File: src/rtl/xtea_pkg.sv
// Shared types and constants for the XTEA block cipher pipeline.
package xtea_pkg;

	// Round constant added to the running sum once per full round
	localparam logic [31:0] DELTA = 32'h9E3779B9;

	// Word and configuration widths
	localparam int unsigned WORD_W    = 32;
	localparam int unsigned CFG_IDX_W = 2;

	// Configuration register indexes
	localparam logic [CFG_IDX_W-1:0] KEY_IDX_ZERO  = 2'd0;
	localparam logic [CFG_IDX_W-1:0] KEY_IDX_ONE   = 2'd1;
	localparam logic [CFG_IDX_W-1:0] KEY_IDX_TWO   = 2'd2;
	localparam logic [CFG_IDX_W-1:0] KEY_IDX_THREE = 2'd3;

	// Operation codes
	localparam logic OP_ENCRYPT = 1'b0;
	localparam logic OP_DECRYPT = 1'b1;

	// Four key words, word i at slice i
	typedef logic [3:0][WORD_W-1:0] key_t;

	// Payload handed from one cell to the next
	typedef struct packed {
		logic              op;     // operation of this request
		logic              phase;  // 0: first half of a round, 1: second half
		logic [WORD_W-1:0] sum;    // running round sum
		logic [WORD_W-1:0] a;      // word updated by the next cell
		logic [WORD_W-1:0] b;      // word feeding the mix in the next cell
	} stage_t;

endpackage

File: src/rtl/xtea_cell.sv
// One half-round cell: updates one word of the block and swaps the halves.
module xtea_cell (
	input  logic            clk,
	input  logic            arst_n,
	input  logic            en,
	input  xtea_pkg::key_t  key,
	input  logic            d_valid,
	input  xtea_pkg::stage_t d,
	output logic            q_valid,
	output xtea_pkg::stage_t q
);

	logic [31:0]      mix;
	logic [1:0]       sel;
	logic [31:0]      kw;
	logic [31:0]      f;
	logic [31:0]      a_new;
	logic [31:0]      sum_nxt;
	logic             valid_q;
	xtea_pkg::stage_t pay_q;

	// Feistel function of the other word, keyed by the running sum
	always_comb begin
		mix = ((d.b << 4) ^ (d.b >> 5)) + d.b;
		sel = (d.phase ^ d.op) ? d.sum[12:11] : d.sum[1:0];
		case (sel)
			xtea_pkg::KEY_IDX_ZERO:  kw = key[0];
			xtea_pkg::KEY_IDX_ONE:   kw = key[1];
			xtea_pkg::KEY_IDX_TWO:   kw = key[2];
			xtea_pkg::KEY_IDX_THREE: kw = key[3];
			default:                 kw = key[0];
		endcase
		f     = mix ^ (d.sum + kw);
		a_new = (d.op == xtea_pkg::OP_DECRYPT) ? (d.a - f) : (d.a + f);
		// sum steps once per round, after the first half
		if (d.phase) begin
			sum_nxt = d.sum;
		end else if (d.op == xtea_pkg::OP_DECRYPT) begin
			sum_nxt = d.sum - xtea_pkg::DELTA;
		end else begin
			sum_nxt = d.sum + xtea_pkg::DELTA;
		end
	end

	// Stage valid
	always_ff @(posedge clk or negedge arst_n) begin
		if (!arst_n) begin
			valid_q <= 1'b0;
		end else if (en) begin
			valid_q <= d_valid;
		end
	end

	// Stage payload, halves swapped for the next cell
	always_ff @(posedge clk) begin
		if (en) begin
			pay_q.op    <= d.op;
			pay_q.phase <= ~d.phase;
			pay_q.sum   <= sum_nxt;
			pay_q.a     <= d.b;
			pay_q.b     <= a_new;
		end
	end

	assign q_valid = valid_q;
	assign q       = pay_q;

endmodule

File: config.mk
export PLATFORM = sky130hd
export DESIGN_NAME = xtea_cell
export DESIGN_NICKNAME = d
export VERILOG_FILES = /design/src/rtl/xtea_pkg.sv /design/src/rtl/xtea_cell.sv
export SDC_FILE = /design/constraint.sdc
export NUM_CORES = 1
export LEC_CHECK = 0
export ABC_AREA = 1
export BUFFER_PORTS_ARGS = -buffer_cell sky130_fd_sc_hd__buf_2
export CAP_MARGIN = 10
export CORE_ASPECT_RATIO = 1.75
export CORE_UTILIZATION = 25
export CTS_BUF_LIST = sky130_fd_sc_hd__clkbuf_8
export CTS_CLUSTER_SIZE = 8
export DETAILED_ROUTE_END_ITERATION = 7
export GPL_TIMING_DRIVEN = 0
export PLACE_DENSITY_LB_ADDON = 0.25
export SETUP_SLACK_MARGIN = 0.05
export SLEW_MARGIN = 20
export SYNTH_ARGS = -nofsm -noshare
export SYNTH_HDL_FRONTEND = slang
export SYNTH_SLANG_ARGS = --single-unit
File: constraint.sdc
create_clock -name clk -period 1.3 [get_ports clk]
set_clock_uncertainty 0.2 [all_clocks]
set_input_delay 0.13 -clock clk [delete_from_list [all_inputs] [get_ports clk]]
set_output_delay 0.13 -clock clk [all_outputs]
set_load 0.05 [all_outputs]
Word level (Yosys, flattened, before mapping)
Cells that the tools add are included.
- add/sub/neg operators: 6
- equality and inequality tests: 3
- mux-type cells: 5
- bitwise gates (word level): 4
- reduce and logical (&&, ||, !) cells: 1
- operators with widths (kind ; count):
    32-bit one-hot mux with 4 select lines ; 1
    32-bit adder ; 3
    32-bit 2-to-1 mux ; 3
    32-bit adder, second input constant ; 1
    32-bit subtractor ; 1
    32-bit subtractor, second input constant ; 1
    32-bit by 27-bit XOR with 32-bit output ; 1
    32-bit XOR ; 1
    2-bit == test, second input constant ; 2
    2-bit by 1-bit == test with 1-bit output, second input constant ; 1
    2-bit logical NOT ; 1
    2-bit 2-to-1 mux ; 1
    1-bit NOT ; 1
    1-bit XOR ; 1
- register bits: 99
- input bits: 230
- logic and storage cells: 25

Longest topological paths before layout
Gate-level depths: netlist of the first run.
- depth in word-level cells: 8
- depth in mapped cells: 51
- mapped depth without buffers: 49

Worst setup path after synthesis of the first run
No wires, ideal clock.
- path type: in2reg
- from: input port d[96] (netlist bit)
- to: register pay_q (netlist bit q[27]) (data pin)
- arrival time: 5.089 ns
- data required time: 0.840 ns
- setup slack: -4.249 ns
- stages: 36
- path buffers: 2
- path through: buf_2 -> inv_1 -> nand2_1 -> nand2_1 -> o21ai_1 -> inv_2 -> nand2_1 -> inv_1 -> clkbuf_1 -> a221oi_1 -> nand2_1 -> o21ai_0 -> inv_1 -> ha_1 -> inv_1 -> fa_1 -> xor2_1 -> ha_1 -> inv_1 -> nor2_1 -> nand3_1 -> inv_1 -> nand3_2 -> nor4_1 -> nor2_1 -> xnor2_1 -> ha_1 -> a21oi_1 -> o21ai_0 -> a21oi_1 -> o21bai_1 -> a21oi_1 -> o21ai_0 -> nand2_1 -> nand2_1 -> xor2_1
- word-level cells in the longest chain between the ends: 8
- RTL lines (what ; line ; text):
    start, declared ; xtea_cell.sv:8 ; input xtea_pkg::stage_t d,
    1-bit XOR (*) ; xtea_cell.sv:25 ; sel = (d.phase ^ d.op) ? d.sum[12:11] : d.sum[1:0];
    2-bit 2-to-1 mux (*) ; xtea_cell.sv:25 ;
    2-bit == test (tied with other cells) ; xtea_cell.sv:26 ; case (sel)
    32-bit one-hot mux with 4 select lines (*) ; xtea_cell.sv:26 ;
    32-bit adder (*) ; xtea_cell.sv:33 ; f = mix ^ (d.sum + kw);
    32-bit XOR (*) ; xtea_cell.sv:33 ;
    32-bit adder or 32-bit subtractor (tied branches) ; xtea_cell.sv:34 ; a_new = (d.op == xtea_pkg::OP_DECRYPT) ? (d.a - f) : (d.a + f);
    32-bit 2-to-1 mux (*) ; xtea_cell.sv:34 ;
    net a_new[27] ; xtea_cell.sv:17 ; logic [31:0] a_new;
    end, declared ; xtea_cell.sv:20 ; xtea_pkg::stage_t pay_q;
Mark *: on every way through the listed nets, which the timed path passes. The rest lies on a longest branch.
A chain may end at the register's enable or synchronous reset.

Final worst setup path of the first run
- from: input port d[97] (netlist bit)
- to: register pay_q (netlist bit q[26]) (data pin)
- word-level cells in the longest chain between the ends: 8
- RTL lines (what ; line):
    1-bit XOR ; xtea_cell.sv:25
    2-bit 2-to-1 mux ; xtea_cell.sv:25
    2-bit == test (tied with other cells) ; xtea_cell.sv:26
    32-bit one-hot mux with 4 select lines ; xtea_cell.sv:26
    32-bit adder ; xtea_cell.sv:33
    32-bit XOR ; xtea_cell.sv:33
    32-bit adder or 32-bit subtractor (tied branches) ; xtea_cell.sv:34
    32-bit 2-to-1 mux (*) ; xtea_cell.sv:34
    net a_new[26] ; xtea_cell.sv:17
Marked as above.

==> results of run 1 <==
[power groups by stage]
stage / clock (mW) / sequential [mW] / combinational (mW)
floorplan: 0 / 7.53 / 11.3
CTS: 2.41 / 4.88 / 23.4
finish: 2.26 / 5.02 / 26.9
detailed placement: 0 / 4.91 / 19.0
global placement: 0 / 4.91 / 18.9
global route: 2.43 / 5.09 / 29.0
[registers in the layout, indices dropped and copies added (netlist names)]
register,flops
q,98
q_valid,1
[Yosys cell counts (2+ instances only)]
library cell / n
inv_2: 10
and2_1: 4
nand2_2: 15
xnor2_1: 36
a221oi_1: 32
nand3b_1: 10
o21ai_1: 10
o211ai_1: 2
o21ai_0: 83
nor2_4: 2
nor2_1: 159
and3_1: 5
ha_1: 128
xor2_1: 72
a21oi_1: 122
clkbuf_1: 23
nand4_1: 31
nand2_1: 805
or2_1: 2
nor4_1: 8
nand3_2: 7
edfxtp_1: 98
nor2_2: 12
a31oi_1: 11
o21bai_1: 10
fa_1: 4
a21boi_1: 2
or2_2: 20
nand3_1: 141
inv_1: 373
buf_2: 3
a21o_1: 12
nor3_1: 22
[final cells by class]
| cell class | instances | area, um^2 | share of cell area (%) |
|---|---|---|---|
| clock buffers | 9 | 123.9 | 0.5484 |
| plain buffers | 26 | 281.5 | 1.246 |
| repair buffers | 555 | 4417 | 19.55 |
| diodes | 4 | 10.01 | 0.04431 |
| inverters | 384 | 1485 | 6.575 |
| multi-input cells | 1782 | 12360 | 54.74 |
| flip-flops and latches | 99 | 2968 | 13.14 |
| well taps | 696 | 870.8 | 3.855 |
| clock inverters | 7 | 67.56 | 0.2991 |
[per-layer routing]
layer,vias to the layer above,GRT usage (%)
met1,7882,20.66
met2,423,47.53
met3,153,1.998
met4,0,14.85
met5,-,0
li1,8554,-
[cell families after synthesis]
logic type               after synthesis
AO/OA/AOI/OAI                        292
multiplexers                           1
buffers and inverters                410
AND/OR/NAND/NOR                     1249
flip-flops                            99
XOR/XNOR                             108
adder cells (fa/ha/maj)              132
[repair_timing]
action                                  CTS  global route
pin swaps                               108           146
gates resized for setup                 403           463
endpoints found under the setup margin  162           162
gates cloned                              3             0
setup buffers                           112            43
hold endpoints to repair                132            52
[final timing paths]
check	endpoint	slack, ns
setup / recovery	q[26]	-3.92
hold / removal	q[1]	-0.11
setup reg to reg	q_valid	0.33
hold reg to reg	q_valid	0.35
max in group asynchronous	q_valid	0.51
min in group asynchronous	q_valid	0.29
==> results.md, run 1 <==
* FFs w/ async S/R, synth at 1.010%
* Top layer in use: met4
* Setup ws final at -3.915 ns
* Syn-to-layout area delta at 60.10%
* Status: complete, but fails checks
* Synth top area share at 21.42%
* Unrepaired setup endpoints after global routing: true
* Cells after Synth at 2291
* Delay of the slowest critical-path stage at 0.47 ns
* Post-route insts no fill at 3562
* MaxCap Viol Count at 0
* Worst Path Required at 1.30 ns
* Main synth FF type: edfxtp_1
* Failing checks: negative hold slack, negative setup slack
* Net Sw Frac at 51.86%
* Drt via density at 4.776
* Share of cells above drive strength 1 at 36.58%
* DP Area at 0.01729 mm^2
* Pre-CTS WS at -6.396 ns
* Largest family of logic cells by synthesized area: simple AND/OR/NAND/NOR gates
* Number of synthesized flops with an enable pin at 98
* Final Instance Area at 0.02259 mm^2
* Final worst path period share at 401.2%
* Post-synthesis compound-gate area fraction at 11.99%
* Initial antenna violation count at 4
* CP Max Fanout at 10
* Power Density at 1513 mW/mm^2
* First-pass GRT wire length at 97.27 mm
* Critical path's slowest cell: fa_2
* GP Congestion at 0.9288
* Clk sinks at 99
* Met1 Wirelength at 22.60 mm
* Slew Limit Fails at 0
* Max IR drop VDD at 0.0009365 V
* Leading cell types in the layout, fill and taps excluded: nand2_1, inv_1, buf_2
* Initial drt markers at 582
* Top Ports at 329
* Post-synthesis simple-gate area fraction at 37.34%
* # port buffers at 327
* Hold Crit Class: in2reg
* Routed Antenna Nets at 0
* Most used cell, CP: nor2_4
* CTS tree: built
* WL per Instance at 18.88 um
* CP startpoint: d[97]
* Min Hold Slack at -0.1106 ns
* Worst Tran Pin Value at 0.8541 ns
* Setup Crit Path Kind: in2reg
* Reg2reg path depth at 1
* Comb power frac at 78.7%
* Detailed-route via count at 17.01k
* Overflow after GRT at 0
* Synth top area cells: nand2_1, edfxtp_1, ha_1
* Post-CTS Hold Buffers at 69
* Synth Area in XOR/XNOR at 6.705%
* WL met2 at 38.38 mm
* H-tree levels at 3
* Final Hold Viols at 46
* Drt first pass iters at 7
* Row count at 114
* Worst r2r src: q_valid
* Part of the power in the clock network at 6.6%
* WL met3 at 1.567 mm
* Flop and latch count out of synthesis at 99
* TritonCTS buffer count at 9
* Clk root buf: clkbuf_8
* Die height at 316.3 um
* CP bufs+invs at 7
* DRC Markers at 0
* Flop pwr share at 14.7%
* Largest net degree at the start of global routing at 51
* GRT Overall Usage at 22.87%
* Setup TNS Final at -143.51 ns
* Lkg Pwr at 11.18 nW
* Internal cell power at 16.45 mW
* Post-DP HPWL at 54.08 mm
* CORE AREA at 0.05549 mm^2
* Register area share after synthesis at 21.04%
* Post-synthesis adder-cell area fraction at 11.92%
* Clk_lat worst skew at 0.44 ns
* Levels on crit path at 35
* Synth Cell Area at 0.01411 mm^2
* Hold path startpoint: d[33]
* Fmax at 191.8 MHz
* PnR Total Power at 34.17 mW
* DIE AREA at 0.05742 mm^2
* Hold Crit Depth at 2
* Mux cell area share after synthesis at 0.07982%
* Fin nets at 3219
* Avg Cell Area, Syn at 6.158 um^2
* Crit start category: primary input
* Setup Viol. Count Final at 162
* Synth area leader: nand2_1
* Max Root-Sink Buffers at 2
* Commonest non-fill, non-tap cell in the layout: nand2_1
* DP Cell Count at 3315
* Crit path capture type: register
* Routed WL at 67.25 mm
* DIE WIDTH at 181.6 um
* Initial core utilization at 25.43%
* Post-layout util at 40.71%
* Net switching power at 17.72 mW
* Synth unique cells at 50
* Number of global-route vias before repair at 17.32k
* Top Family by Delay on Critical Path: simple AND/OR/NAND/NOR gates
* Worst-path clk slew at 0.11 ns
* Crit path time final at 5.215 ns
* FILL cells at 5779
* Ys Warns at 0
* Syn nets at 2653
* Max transition margin at 43.06%
* Worst Path Arrival at 5.21 ns
(Power assumes the default switching activity.)
==> inputs of run 2 (changes only) <==
--- a/config.mk
+++ b/config.mk
@@ -6,13 +6,13 @@
 export NUM_CORES = 1
 export LEC_CHECK = 0
 export ABC_AREA = 1
-export BUFFER_PORTS_ARGS = -buffer_cell sky130_fd_sc_hd__buf_2
 export CAP_MARGIN = 10
 export CORE_ASPECT_RATIO = 1.75
 export CORE_UTILIZATION = 25
 export CTS_BUF_LIST = sky130_fd_sc_hd__clkbuf_8
 export CTS_CLUSTER_SIZE = 8
 export DETAILED_ROUTE_END_ITERATION = 7
+export DONT_BUFFER_PORTS = 1
 export GPL_TIMING_DRIVEN = 0
 export PLACE_DENSITY_LB_ADDON = 0.25
 export SETUP_SLACK_MARGIN = 0.05
==> run 2 against run 1 <==
  * The flow still finishes with violations (negative hold slack, negative setup slack)
  * Final cell count shrank 9.0%
  * Flip-flop and latch count is the same
  * First-iteration DRC count shrank 9.1%
  * Critical path depth grew 5
  * Core utilization shrank 3.3 points
  * Power shrank 6.4%
  * Design area shrank 8.2%
  * Worst hold slack lost 0.28 ns
  * Clock-buffer cell count is the same
  * Combinational power shrank 17%
  * Non-clock buffer count shrank 318
  * Via count shrank 7.2%
  * Largest cell class unchanged
==> results.md, run 2 (synthesized netlist as in run 1, its figures left out) <==
* Delay of the slowest critical-path stage at 0.47 ns (about the same)
* Pre-CTS WS at -5.807 ns (was -6.396 ns)
* Reg2reg path depth at 1 (unchanged)
* DRC Markers at 0 (unchanged)
* Largest net degree at the start of global routing at 100 (was 51)
* Final Hold Viols at 128 (was 46)
* Max transition margin at 39.72% (was 43.06%)
* Hold Crit Depth at 0 (was 2)
* Share of cells above drive strength 1 at 31.13% (was 36.58%)
* GP Congestion at 0.9144 (was 0.9288)
* Syn-to-layout area delta at 47.00% (was 60.10%)
* First-pass GRT wire length at 92.91 mm (was 97.27 mm)
* H-tree levels at 3 (unchanged)
* Post-route insts no fill at 3242 (was 3562)
* Drt via density at 4.870 (was 4.776)
* Part of the power in the clock network at 6.4% (was 6.6%)
* DIE WIDTH at 181.6 um (unchanged)
* Initial drt markers at 529 (was 582)
* Worst Path Required at 1.31 ns (was 1.30 ns)
* Worst Path Arrival at 5.12 ns (was 5.21 ns)
* Detailed-route via count at 15.79k (was 17.01k)
* Setup Viol. Count Final at 158 (was 162)
* Max IR drop VDD at 0.0009628 V (was 0.0009365 V)
* Net switching power at 17.12 mW (was 17.72 mW)
* Clk root buf: clkbuf_8 (unchanged)
* Failing checks: negative hold slack, negative setup slack (unchanged)
* Post-DP HPWL at 51.77 mm (was 54.08 mm)
* Die height at 316.3 um (unchanged)
* Flop pwr share at 23.6% (was 14.7%)
* Final worst path period share at 393.0% (was 401.2%)
* Comb power frac at 70.0% (was 78.7%)
* Top Ports at 329 (unchanged)
* Lkg Pwr at 9.866 nW (was 11.18 nW)
* Crit start category: primary input (unchanged)
* Worst Tran Pin Value at 0.9042 ns (was 0.8541 ns)
* Most used cell, CP: inv_2 (was nor2_4)
* Max FFs per register at 98 (unchanged)
* Initial core utilization at 25.43% (unchanged)
* CORE AREA at 0.05549 mm^2 (unchanged)
* Crit path capture type: register (unchanged)
* GRT Overall Usage at 22.15% (was 22.87%)
* Power Density at 1542 mW/mm^2 (was 1513 mW/mm^2)
* Clk sinks at 99 (unchanged)
* Max Root-Sink Buffers at 2 (unchanged)
* Internal cell power at 14.86 mW (was 16.45 mW)
* CTS tree: built (unchanged)
* WL per Instance at 20.14 um (was 18.88 um)
* Commonest non-fill, non-tap cell in the layout: nand2_1 (unchanged)
* DP Cell Count at 2987 (was 3315)
* Critical path's slowest cell: fa_2 (unchanged)
* Number of global-route vias before repair at 15.94k (was 17.32k)
* Flop-to-flop setup slack at 0.18 ns (was 0.33 ns)
* Leading cell types in the layout, fill and taps excluded: nand2_1, inv_1, nand2_2 (was nand2_1, inv_1, buf_2)
* CP Max Fanout at 6 (was 10)
* Setup Crit Path Kind: in2reg (unchanged)
* Row count at 114 (unchanged)
* # port buffers at 0 (was 327)
* Setup ws final at -3.809 ns (was -3.915 ns)
* Routed WL at 65.29 mm (was 67.25 mm)
* Routed Antenna Nets at 0 (unchanged)
* Fin nets at 2901 (was 3219)
* PnR Total Power at 31.98 mW (was 34.17 mW)
* Worst-path clk slew at 0.12 ns (was 0.11 ns)
* Slew Limit Fails at 0 (unchanged)
* Initial antenna violation count at 1 (was 4)
* Drt first pass iters at 5 (was 7)
* Net Sw Frac at 53.54% (was 51.86%)
* Clk_lat worst skew at 0.43 ns (was 0.44 ns)
* TritonCTS buffer count at 9 (unchanged)
* Hold Crit Class: in2reg (unchanged)
* DIE AREA at 0.05742 mm^2 (unchanged)
* MaxCap Viol Count at 0 (unchanged)
* Status: complete, but fails checks (unchanged)
* Unrepaired setup endpoints after global routing: true (unchanged)
* Fmax at 195.7 MHz (was 191.8 MHz)
* Min Hold Slack at -0.3868 ns (was -0.1106 ns)
* Crit path time final at 5.109 ns (was 5.215 ns)
* Overflow after GRT at 0 (unchanged)
==> run 2: routing by layer <==
metal / vias to the layer above / track usage (%) / wire length, um
met4: 0 / 13.25 / 3996
met3: 140 / 2.848 / 2191
met1: 7309 / 19.57 / 21580
met5: - / 0 / 0
met2: 423 / 46.37 / 37530
li1: 7917 / - / -
==> run 2: timing repair <==
action / in CTS / in global routing
endpoints found under the hold margin: 193 / 136
cloned: 4 / 0
hold buffers: 69 / 9
gates resized for setup: 367 / 353
pin swaps: 114 / 154
setup buffers: 95 / 70
endpoints found under the setup margin: 161 / 161
==> run 2: area by class of cell <==
type                            count  area [um^2]
Multi-Input combinational cell   1782        12680
Clock buffer                        9        123.9
Clock inverter                      7        45.04
Buffer                             26        299.0
Tap cell                          696        870.8
Inverter                          384         1489
Fill cell                        5829        34750
Antenna cell                        2        5.005
Timing Repair Buffer              237         2255
Sequential cell                    99         2969
==> run 2: worst paths after layout <==
check,start,to
hold reg to reg,q_valid,q_valid
setup reg to reg,q_valid,q_valid
setup / recovery,d[96],q[31]
hold / removal,en,q[67]
min in group asynchronous,arst_n,q_valid
max in group asynchronous,arst_n,q_valid
==> run 2: stage by stage <==
step | util (%) | area [um^2] | hold WS, ns | TNS [ns]
2_1_floorplan | - | 14750 | -0.3656 | -127.17
6_report | 37.38 | 20740 | -0.3868 | -139.62
3_3_place_gp | 28.16 | 15620 | -0.3656 | -182.65
5_1_grt | 37.37 | 20740 | -0.4210 | -150.85
3_5_place_dp | 28.16 | 15620 | -0.3656 | -185.06
4_1_cts | 33.99 | 18860 | -0.4457 | -159.21
==> run 2: power groups by stage <==
| stage | logic, mW | clock network, mW | registers, mW |
|---|---|---|---|
| 2_1_floorplan | 11.3 | 0 | 7.53 |
| 3_3_place_gp | 15.0 | 0 | 7.64 |
| 3_5_place_dp | 15.1 | 0 | 7.63 |
| 4_1_cts | 19.3 | 2.16 | 7.57 |
| 5_1_grt | 24.5 | 2.22 | 7.62 |
| 6_report | 22.4 | 2.05 | 7.54 |
==> run 2: worst max-delay path, delay by kind of cell <==
kind / cells / cell delay, ns
buffers and inverters: 9 / 0.68
AOI/OAI and AO/OA: 6 / 0.89
xor gates and xnor gates: 2 / 0.36
and+or+nand+nor: 19 / 1.93
adders and majority gates: 4 / 1.12
==> inputs of run 3 (changes only) <==
==> constraint.sdc (replaced) <==
create_clock -name clk -period 4.1 [get_ports clk]
set_clock_uncertainty 0.2 [all_clocks]
set_input_delay 0.41 -clock clk [delete_from_list [all_inputs] [get_ports clk]]
set_output_delay 0.41 -clock clk [all_outputs]
set_load 0.05 [all_outputs]
==> run 3 against run 2 <==
  * The run ends with negative setup slack left
  * Clock power fell by 67%
  * Critical path depth fell by 4
  * Routed wire length fell by 4.3%
  * Flip-flop and latch count did not move
  * Sequential power fell by 68%
  * Global-route usage fell by 0.70 points
  * Power fell by 71%
==> results.md, run 3 (synthesized netlist as in run 1, its figures left out) <==
* Crit path capture type: register (unchanged)
* Syn-to-layout area delta at 32.07% (was 47.00%)
* Flop pwr share at 25.4% (was 23.6%)
* Clk root buf: clkbuf_8 (unchanged)
* Lkg Pwr at 9.076 nW (was 9.866 nW)
* Post-DP HPWL at 51.28 mm (was 51.77 mm)
* Final Instance Area at 0.01863 mm^2 (was 0.02074 mm^2)
* CORE AREA at 0.05549 mm^2 (unchanged)
* Setup ws final at -1.488 ns (was -3.809 ns)
* Hold Crit Class: in2reg (unchanged)
* First-pass GRT wire length at 90.26 mm (was 92.91 mm)
* Routed Antenna Nets at 0 (unchanged)
* MaxCap Viol Count at 0 (unchanged)
* Commonest non-fill, non-tap cell in the layout: nand2_1 (unchanged)
* Max transition margin at 47.73% (was 39.72%)
* Routed WL at 62.51 mm (was 65.29 mm)
* Worst Path Required at 4.12 ns (was 1.31 ns)
* Overflow after GRT at 0 (unchanged)
* WL per Instance at 19.69 um (was 20.14 um)
* Setup Crit Path Kind: in2reg (unchanged)
* Drt first pass iters at 5 (unchanged)
* Most used cell, CP: inv_2 (unchanged)
* Clk_lat worst skew at 0.44 ns (was 0.43 ns)
* Part of the power in the clock network at 7.1% (was 6.4%)
* H-tree levels at 3 (unchanged)
* Final Hold Viols at 0 (was 128)
* Largest net degree at the start of global routing at 100 (unchanged)
* Failing checks: negative setup slack (was negative hold slack, negative setup slack)
* DIE AREA at 0.05742 mm^2 (unchanged)
* # port buffers at 0 (unchanged)
* Max IR drop VDD at 0.0002734 V (was 0.0009628 V)
* Fin nets at 2834 (was 2901)
* Crit start category: primary input (unchanged)
* Slew Limit Fails at 0 (unchanged)
* Fmax at 179.0 MHz
* GP Congestion at 0.9594 (was 0.9144)
* Min Hold Slack at 0.03997 ns (was -0.3868 ns)
* Die height at 316.3 um (unchanged)
* Status: complete, but fails checks (unchanged)
* Delay of the slowest critical-path stage at 0.45 ns (was 0.47 ns)
* CP Max Fanout at 10 (was 6)
* Net Sw Frac at 54.54% (was 53.54%)
* Initial core utilization at 25.43% (unchanged)
* Final worst path period share at 136.3%
* DP Area at 0.01526 mm^2 (was 0.01562 mm^2)
* Critical path's slowest cell: fa_2 (unchanged)
* Internal cell power at 4.268 mW (was 14.86 mW)
* Number of global-route vias before repair at 15.56k (was 15.94k)
* TritonCTS buffer count at 9 (unchanged)
* Power Density at 503.9 mW/mm^2 (was 1542 mW/mm^2)
* Leading cell types in the layout, fill and taps excluded: nand2_1, inv_1, nand3_1 (was nand2_1, inv_1, nand2_2)
* FILL cells at 6031 (was 5829)
* Detailed-route via count at 15.50k (was 15.79k)
* Max FFs per register at 98 (unchanged)
* Clk sinks at 99 (unchanged)
* GRT Overall Usage at 21.45% (was 22.15%)
* Worst Tran Pin Value at 0.7840 ns (was 0.9042 ns)
* DRC Markers at 0 (unchanged)
* Pre-CTS WS at -3.221 ns (was -5.807 ns)
* Worst Path Arrival at 5.61 ns (was 5.12 ns)
* Setup Viol. Count Final at 27 (was 158)
* Crit path time final at 5.588 ns
* DIE WIDTH at 181.6 um (unchanged)
* Drt via density at 4.882 (was 4.870)
* Max Root-Sink Buffers at 2 (unchanged)
* Share of cells above drive strength 1 at 20.83% (was 31.13%)
* Top Ports at 329 (unchanged)
* Initial drt markers at 635 (was 529)
* Comb power frac at 67.4% (was 70.0%)
* Worst-path clk slew at 0.11 ns (was 0.12 ns)
* Initial antenna violation count at 1 (unchanged)
* Row count at 114 (unchanged)
* CTS tree: built (unchanged)
* Net switching power at 5.121 mW (was 17.12 mW)
* Unrepaired setup endpoints after global routing: true (unchanged)
[run 3: cell count changes in the layout (fill, tap and decap cells not counted), moves of 21 or more]
cell     delta
nand3_1    +31
nand2_4    -21
nand2_1    +66
a21oi_1    +31
nand2_2    -46
inv_1      +22
buf_6      -33
nand3_2    -29
[run 3: timing repair]
item	in CTS	in global routing
buffers inserted	66	35
cloned	2	0
endpoints found under the hold margin	163	0
setup endpoints to repair	31	29
hold buffers	67	0
pin swaps	72	79
gates resized for setup	227	182
[run 3: area by class of cell]
class / instances / area (um^2) / area share, %
antenna: 1 / 2.502 / 0.01343
clock buffer: 9 / 123.9 / 0.6648
multi-input combinational: 1782 / 11350 / 60.89
sequential: 99 / 2968 / 15.93
clock inverter: 7 / 51.30 / 0.2753
timing repair buffer: 171 / 1568 / 8.414
buffer: 25 / 229.0 / 1.229
inverter: 384 / 1474 / 7.910
tap: 696 / 870.8 / 4.674
[run 3: layer usage]
metal	vias up	GRT usage (%)	part of all wire [%]
met4	0	12.19	5.2
met1	7201	19.09	34
met2	409	45.17	58
li1	7764	-	-
met3	122	2.561	3.1
met5	-	0	0
[run 3: per-stage QoR]
| step | TNS (ns) | std cells | utilization [%] | total power [mW] |
|---|---|---|---|---|
| 6_report | -28.44 | 3174 | 33.58 | 9.390 |
| 5_1_grt | -34.42 | 3174 | 33.58 | 10.12 |
| 4_1_cts | -24.58 | 3139 | 31.87 | 8.828 |
| 3_5_place_dp | -64.99 | 2988 | 27.51 | 7.147 |
| 3_3_place_gp | -75.11 | 2987 | 27.46 | 7.097 |
| 2_1_floorplan | -22.88 | 2291 | - | 5.898 |
[run 3: critical path, delay by kind of cell]
kind | cells | cell delay [ns]
fa+ha+maj | 4 | 1.15
buf+inv | 10 | 1.05
simple gates | 10 | 0.95
compound gates | 9 | 1.35
xor+xnor | 3 | 0.66
[run 3: worst paths after layout]
kind                       startpoint       to  slack (ns)  cells past startpoint
max                             d[96]    q[25]       -1.49                     36
min                             d[84]    q[84]        0.04                      2
max reg2reg                   q_valid  q_valid        2.89                      1
min reg2reg                   q_valid  q_valid        0.71                      1
max in group asynchronous      arst_n  q_valid        3.08                      2
min in group asynchronous      arst_n  q_valid        0.51                      2
[run 3: power by group through the flow]
stage | clock network, mW | logic [mW] | registers [mW]
2_1_floorplan | 0 | 3.51 | 2.39
3_3_place_gp | 0 | 4.68 | 2.42
3_5_place_dp | 0 | 4.73 | 2.42
4_1_cts | 0.714 | 5.72 | 2.40
5_1_grt | 0.733 | 6.97 | 2.41
6_report | 0.669 | 6.33 | 2.39
